### src/design/nct_pkg.sv
// shared types, codes and defaults for the nat connection table
`default_nettype none
package nct_pkg;

	localparam int TABLE_DEPTH_DEF = 64;

	localparam logic OP_ADD    = 1'b0;
	localparam logic OP_LOOKUP = 1'b1;

	typedef enum logic [2:0] {
		ST_ADDED   = 3'd0,
		ST_PRESENT = 3'd1,
		ST_FULL    = 3'd2,
		ST_HIT     = 3'd3,
		ST_MISS    = 3'd4
	} status_t;

	// item travelling down the cell chain, with the match collected so far
	typedef struct packed {
		logic        valid;
		logic        op;
		logic [31:0] sa;
		logic [15:0] sp;
		logic [31:0] da;
		logic [15:0] dp;
		logic [31:0] ra;
		logic [15:0] rp;
		logic        hit;
		logic [31:0] fda;
		logic [15:0] fdp;
	} token_t;

endpackage
`default_nettype wire

### src/design/nct_cell.sv
// one table entry: compares the passing item, captures it on append
`default_nettype none
module nct_cell #(
	parameter int IDX   = 0,
	parameter int CNT_W = 7
) (
	input  wire logic               clk,
	input  wire logic               arst_n,
	input  wire logic               en,
	input  wire logic [CNT_W-1:0]   count,
	input  wire nct_pkg::token_t    tok_in,
	output nct_pkg::token_t         tok_out
);
	import nct_pkg::*;

	logic [31:0] ent_sa_q;
	logic [15:0] ent_sp_q;
	logic [31:0] ent_da_q;
	logic [15:0] ent_dp_q;
	logic [31:0] ent_ra_q;
	logic [15:0] ent_rp_q;

	token_t tok_q;
	logic   valid_q;
	logic   used;
	logic   src_eq;
	logic   match;
	logic   take;

	assign used   = CNT_W'(IDX) < count;
	assign src_eq = (ent_sa_q == tok_in.sa) && (ent_sp_q == tok_in.sp);

	always_comb begin
		if (tok_in.op == OP_ADD) begin
			match = used && src_eq && (ent_da_q == tok_in.da) && (ent_dp_q == tok_in.dp);
		end else begin
			match = used && src_eq && (ent_rp_q == tok_in.dp)
				&& ((ent_ra_q == tok_in.da) || (tok_in.da == 32'd0));
		end
	end

	// first free slot takes a new tuple if no earlier entry matched
	assign take = en && tok_in.valid && (tok_in.op == OP_ADD) && !tok_in.hit
		&& (count == CNT_W'(IDX));

	always_ff @(posedge clk) begin
		if (take) begin
			ent_sa_q <= tok_in.sa;
			ent_sp_q <= tok_in.sp;
			ent_da_q <= tok_in.da;
			ent_dp_q <= tok_in.dp;
			ent_ra_q <= tok_in.ra;
			ent_rp_q <= tok_in.rp;
		end
	end

	always_ff @(posedge clk or negedge arst_n) begin
		if (!arst_n) begin
			valid_q <= 1'b0;
		end else if (en) begin
			valid_q <= tok_in.valid;
		end
	end

	always_ff @(posedge clk) begin
		if (en) begin
			tok_q.valid <= tok_in.valid;
			tok_q.op    <= tok_in.op;
			tok_q.sa    <= tok_in.sa;
			tok_q.sp    <= tok_in.sp;
			tok_q.da    <= tok_in.da;
			tok_q.dp    <= tok_in.dp;
			tok_q.ra    <= tok_in.ra;
			tok_q.rp    <= tok_in.rp;
			tok_q.hit   <= tok_in.hit || match;
			if (!tok_in.hit && match) begin
				tok_q.fda <= ent_da_q;
				tok_q.fdp <= ent_dp_q;
			end else begin
				tok_q.fda <= tok_in.fda;
				tok_q.fdp <= tok_in.fdp;
			end
		end
	end

	// the reset copy of valid goes out with the beat
	always_comb begin
		tok_out       = tok_q;
		tok_out.valid = valid_q;
	end

endmodule
`default_nettype wire

### config.mk
export PLATFORM = sky130hd
export DESIGN_NAME = nct_cell
export DESIGN_NICKNAME = d
export VERILOG_FILES = /design/src/design/nct_pkg.sv /design/src/design/nct_cell.sv
export SDC_FILE = /design/constraint.sdc
export NUM_CORES = 1
export LEC_CHECK = 0
export BUFFER_PORTS_ARGS = -buffer_cell sky130_fd_sc_hd__buf_2
export CORE_AREA = 2 2 161 321
export DETAILED_ROUTE_END_ITERATION = 16
export DIE_AREA = 0 0 163 323
export GPL_TIMING_DRIVEN = 0
export PLACE_DENSITY = 0.43
export SLEW_MARGIN = 20
export SYNTH_ARGS = -nofsm -noshare
export SYNTH_HDL_FRONTEND = slang
export SYNTH_SLANG_ARGS = --single-unit
export TNS_END_PERCENT = 1
### constraint.sdc
create_clock -name clk -period 2.5 [get_ports clk]
set_clock_uncertainty 0.2 [all_clocks]
set_input_delay 0.5 -clock clk [delete_from_list [all_inputs] [get_ports clk]]
set_output_delay 0.5 -clock clk [all_outputs]
set_load 0.005 [all_outputs]
# Yosys cells after proc, flatten, opt, wreduce, memory -nomap -nowiden
# Index checks and enable logic that the tools add are counted.
[totals]
output_inout_bits = 195
latch_bits = 0
word_cells = 43
n_memories = 0
register_bits = 339
ramBits = 0
inputBits = 205
romBits = 0
[op_classes]
multipliers = 0
order_cmp = 1
n_bitwise = 1
mux = 2
addsub = 0
n_reduce_logical = 16
div = 0
n_shift = 0
n_eq_ne = 6
[op_table]
columns = ["op", "count"]
rows = [
  ["equality test 32 bit", 3],
  ["equality test 16 bit", 3],
  ["2-to-1 mux 48 bit", 1],
  ["logical NOT 32 bit", 1],
  ["logical AND 1 bit", 11],
  ["logical NOT 7 bit", 1],
  ["< comparator 1 x 7 -> 1 bit (first input constant)", 1],
  ["logical OR 1 bit", 2],
  ["logical NOT 1 bit", 1],
  ["2-to-1 mux 1 bit", 1],
  ["NOT 1 bit", 1],
]

# Logic depth before layout (Yosys ltp)
[logic_depth]
ltp_word = 8
mapped_depth = 9
ltp_nobuf = 7

# Least setup slack after synthesis
# Ideal clock, no wire load.
[synth_timing]
path_type = "input to register"
startpoint = "in tok_in[48] in the netlist's numbering"
endpoint = "reg ent_da_q[0], enable pin"
setup_slack_ns = -13.160
arrival_ns = 14.443
n_path_buf = 0
setup_time_ns = 1.016
required_ns = 1.284
cell_stages = 1
path_cell_list = "nor4_1"
[synth_via]
elab_chain_cells = 3
[synth_lines]
columns = ["item", "line_no", "source"]
rows = [
  ["start, declared", "nct_cell.sv:11", "input wire nct_pkg::token_t tok_in,"],
  ["logical NOT 1 bit", "nct_cell.sv:43", "assign take = en && tok_in.valid && (tok_in.op == OP_ADD) && !tok_in.hit"],
  ["logical AND 1 bit", "nct_cell.sv:43", ""],
  ["logical AND 1 bit", "nct_cell.sv:44", "&& (count == CNT_W'(IDX));"],
  ["end signal, assigned", "nct_cell.sv:50", "ent_da_q <= tok_in.da;"],
  ["end, declared", "nct_cell.sv:18", "logic [31:0] ent_da_q;"],
]
# Every way passes these cells.
# A chain may end at the register's enable or synchronous reset.

# Final worst setup path
[layout_timing]
startpoint = "reg ent_ra_q[7]"
endpoint = "reg tok_q (netlist bit tok_out[15]), data pin"
[layout_via]
elab_chain_cells = 6
[layout_lines]
columns = ["item", "line_no", "source"]
rows = [
  ["start, declared", "nct_cell.sv:20", "logic [31:0] ent_ra_q;"],
  ["start signal, assigned", "nct_cell.sv:52", "ent_ra_q <= tok_in.ra;"],
  ["equality test 32 bit", "nct_cell.sv:38", "&& ((ent_ra_q == tok_in.da) || (tok_in.da == 32'd0));"],
  ["logical OR 1 bit", "nct_cell.sv:38", ""],
  ["logical AND 1 bit", "nct_cell.sv:38", ""],
  ["2-to-1 mux 1 bit", "nct_cell.sv:34", "if (tok_in.op == OP_ADD) begin"],
  ["logical AND 1 bit", "nct_cell.sv:76", "if (!tok_in.hit && match) begin"],
  ["2-to-1 mux 48 bit", "nct_cell.sv:76", ""],
  ["end, declared", "nct_cell.sv:23", "token_t tok_q;"],
]
# Every way passes these cells.

==> results.toml <==
[grt]
groute.usage.overall_pct = 14.2
grt.overflow.total = 0
first_global_vias = 7904
grt_pass1_wl_mm = 53.8
grt_start_max_net_pins = 41
antenna_found_initial = 7

[yosys]
leading_cell_type_by_number_of_instances_after_synthesis = "sky130_fd_sc_hd__edfxtp_1"
synth.cell_area_sq_um = 12500
post-synth-top-area-cell = "sky130_fd_sc_hd__edfxtp_1"
proportion_of_synthesized_chip_area_in_sequential_cells_pct = 81.7
yosysUniqueCellTypes = 20
postSynth.asyncResetShare_pct = 0.295
netlist.area_leader.share_pct = 81.5
synth_warnings = 0
synth_area_leaders = "sky130_fd_sc_hd__edfxtp_1, sky130_fd_sc_hd__xor2_1, sky130_fd_sc_hd__xnor2_1"
synth.ff_latch_count = 339
synth_common_cells = "sky130_fd_sc_hd__edfxtp_1, sky130_fd_sc_hd__xor2_1, sky130_fd_sc_hd__xnor2_1"
synth.avg_cell_area_sq_um = 20.6
synthesis.instances = 606
synth-edff-count = 338
most_used_flip_flop_cell_after_synthesis = "sky130_fd_sc_hd__edfxtp_1"
syn_nets = 811

[floorplan]
dieArea_sq_um = 52600
die_w_um = 163
ioPinCount = 400
fp.dieH_um = 323
initial_standard_cell_utilization_of_the_core_pct = 24.7
num_rows = 117
placeableCoreArea_sq_um = 50500

[cts]
clock_root_buffer_master = "sky130_fd_sc_hd__clkbuf_16"
cts_max_level = 2
cts-root-to-sink-buffers = 3
clock_sinks = 339
clk_pin_slew_ns = 0.06
cts-buffers-inserted = 35
clkLatencyLatePin_ns = 0.53
cts_tree = "built"

[timing]
peak_clock_frequency_supported_by_timing_mhz = 310
maxSlewViolCount = 0
post-route-worst-setup-slack_ns = -0.728
timing.final.crit_share_pct = 129
rsz_0062_raised_after_global_routing = "yes"
setup_violations = 59
tightestPinTransition_ns = 0.572
hold_ws_ns = 0.0282
hold_viol = 0
slew_headroom_pct = 61.5
post-route-min-period_ns = 3.23

[detailed_routing]
postRouteAntennaNets = 0
via_count = 7614
drcViolationCount = 0
post_drt_via_cell_ratio = 4.12
drt-wirelength-per-cell_um = 20.8
dr.first_iter.drc_count = 461
routed_wirelength_mm = 38.3
first_pass_iters = 4

[setup_path]
reg2reg_from = "ent_ra_q[7]"
endpoint_kind = "flop"
timing.setup.critical_path_class = "reg2reg"
worst-endpoint-required_ns = 2.57
timing.critical_path.arrival_ns = 3.30
cp_max_stage_delay_ns = 0.49
worst-r2r-cell-count = 10
crit_chain = "xor2_1, nor4_4, nand4_1, o22ai_2, a41oi_4, nor3_4, buf_12, buf_8, buf_12, mux2_2"
timing.rr.end = "tok_out[15]"
cp_slowest_cell = "sky130_fd_sc_hd__nor4_4"
setup.worst_path.start_class = "flop"
regToRegSetupSlack_ns = -0.73
critical_path_fanout_max = 10
critical_path.most_common_cell = "sky130_fd_sc_hd__buf_12"

[run]
max_cap_violations = 0

[placement]
post_dp_area_sq_um = 15500
dp_hpwl_mm = 26.9
placement.io_buffers = 399
placed_cells_incl_taps = 1674
finalWeightedCongestion = 0.721

[final_layout]
fin_area_sq_um = 18400
finish.utilization_pct = 36.4
drive_gt1_share_pct = 45.7
finalNonFillerCells = 1846
area_growth_from_synthesis_to_layout_pct = 47.6
num-nets-final = 1374

[pwr]
p_per_area_nw_per_um2 = 718
power.total_mw = 13.2
power.ir.vdd_worst_mv = 0.564
total_leakage_power_nw = 6.96

[status]
failed_checks = "negative setup slack"
status = "complete, but fails checks"

[hold_path]
hold_path_startpoint = "tok_in[84]"
whs_path_depth = 1
min_delay_worst_endpoint = "ent_ra_q[19]"
min-delay-path-class = "in2reg"
per-layer routing:
layer	up-vias	GRT usage, %	part of all wire, %
met5	-	0	0.22
met4	12	3.95	2.2
met3	57	4.73	8.7
met2	368	22.8	45
met1	3670	18.4	43
li1	3507	-	-
layout by cell type, fill, tap and decap left out, types with 2 or more instances in the layout:
| master | instances |
|---|---|
| sky130_fd_sc_hd__clkbuf_16 | 37 |
| sky130_fd_sc_hd__mux2_2 | 12 |
| sky130_fd_sc_hd__nor3_1 | 2 |
| sky130_fd_sc_hd__buf_2 | 398 |
| sky130_fd_sc_hd__xor2_1 | 96 |
| sky130_fd_sc_hd__clkinv_1 | 6 |
| sky130_fd_sc_hd__buf_12 | 12 |
| sky130_fd_sc_hd__nand3_1 | 2 |
| sky130_fd_sc_hd__clkbuf_1 | 3 |
| sky130_fd_sc_hd__dlygate4sd3_1 | 101 |
| sky130_fd_sc_hd__buf_16 | 4 |
| sky130_fd_sc_hd__edfxtp_1 | 338 |
| sky130_fd_sc_hd__buf_6 | 6 |
| sky130_fd_sc_hd__nor4_1 | 25 |
| sky130_fd_sc_hd__bufinv_16 | 6 |
| sky130_fd_sc_hd__buf_8 | 5 |
| sky130_fd_sc_hd__bufbuf_16 | 4 |
| sky130_fd_sc_hd__mux2_4 | 33 |
| sky130_fd_sc_hd__clkinvlp_4 | 3 |
| sky130_fd_sc_hd__nor4_2 | 5 |
| sky130_fd_sc_hd__buf_4 | 2 |
| sky130_fd_sc_hd__xnor2_1 | 46 |
| sky130_fd_sc_hd__xnor2_2 | 2 |
| sky130_fd_sc_hd__nand4_1 | 19 |
| sky130_fd_sc_hd__mux2_1 | 3 |
| sky130_fd_sc_hd__nor4_4 | 7 |
logic make-up after synthesis:
kind of cell / synth area share (%)
AND/OR/NAND/NOR: 3.16
multiplexers: 4.34
buffers and inverters: 0.482
XOR/XNOR: 10.1
flip-flops: 81.7
AO/OA/AOI/OAI: 0.221
metrics by stage:
stage / setup slack, ns / setup TNS, ns
3_3_place_gp: -9.83 / -1877.03
4_1_cts: -0.799 / -38.87
5_1_grt: -0.824 / -39.01
6_report: -0.728 / -33.51
3_5_place_dp: -2.21 / -291.19
2_1_floorplan: -3.57 / -522.33
worst max path at each step:
stage                      start     endpoint  slack (ns)
floorplan               count[3]  ent_da_q[0]       -3.57
detailed placement            en  ent_rp_q[0]       -2.21
global placement              en  ent_rp_q[0]       -9.83
CTS                 ent_da_q[31]  tok_out[13]       -0.80
global route        ent_da_q[31]  tok_out[16]       -0.82
finish               ent_ra_q[7]  tok_out[15]       -0.73
repair_timing:
item | CTS | global route
hold endpoints to repair | 201 | 0
pin swaps | 6 | 3
setup endpoints to repair | 193 | 91
buffers inserted | 6 | 0
hold buffers | 101 | 0
cloned | 5 | 0
resized for setup | 91 | 8
critical path, delay by kind of cell, from the launching register on:
kind | cells | cell delay (ns)
xor gates and xnor gates | 1 | 0.18
AOI/OAI and AO/OA | 2 | 0.42
DFF | 1 | 0.38
muxes | 1 | 0.34
buffers and inverters | 3 | 0.43
and+or+nand+nor | 3 | 1.02
registers in the layout (all words and copies together) (netlist names):
register / count
ent_rp_q: 16
ent_dp_q: 16
ent_sa_q: 32
ent_sp_q: 16
valid_q: 1
ent_da_q: 32
tok_out: 194
ent_ra_q: 32
final cells by class:
type	instances	area, sq um
sequential	339	10200
fill	4807	32100
inverter	1	3.75
timing repair buffer	526	3530
clock inverter	19	264
tap	654	818
multi-input combinational	260	2550
clock buffer	40	937
antenna	1	2.50
buffer	6	108
report_power, final:
group / internal, mW / switching (mW)
clock: 3.32 / 2.23
sequential: 6.54 / 0.0607
combinational: 0.530 / 0.525
Note: power is estimated with default switching activity, not from simulation.
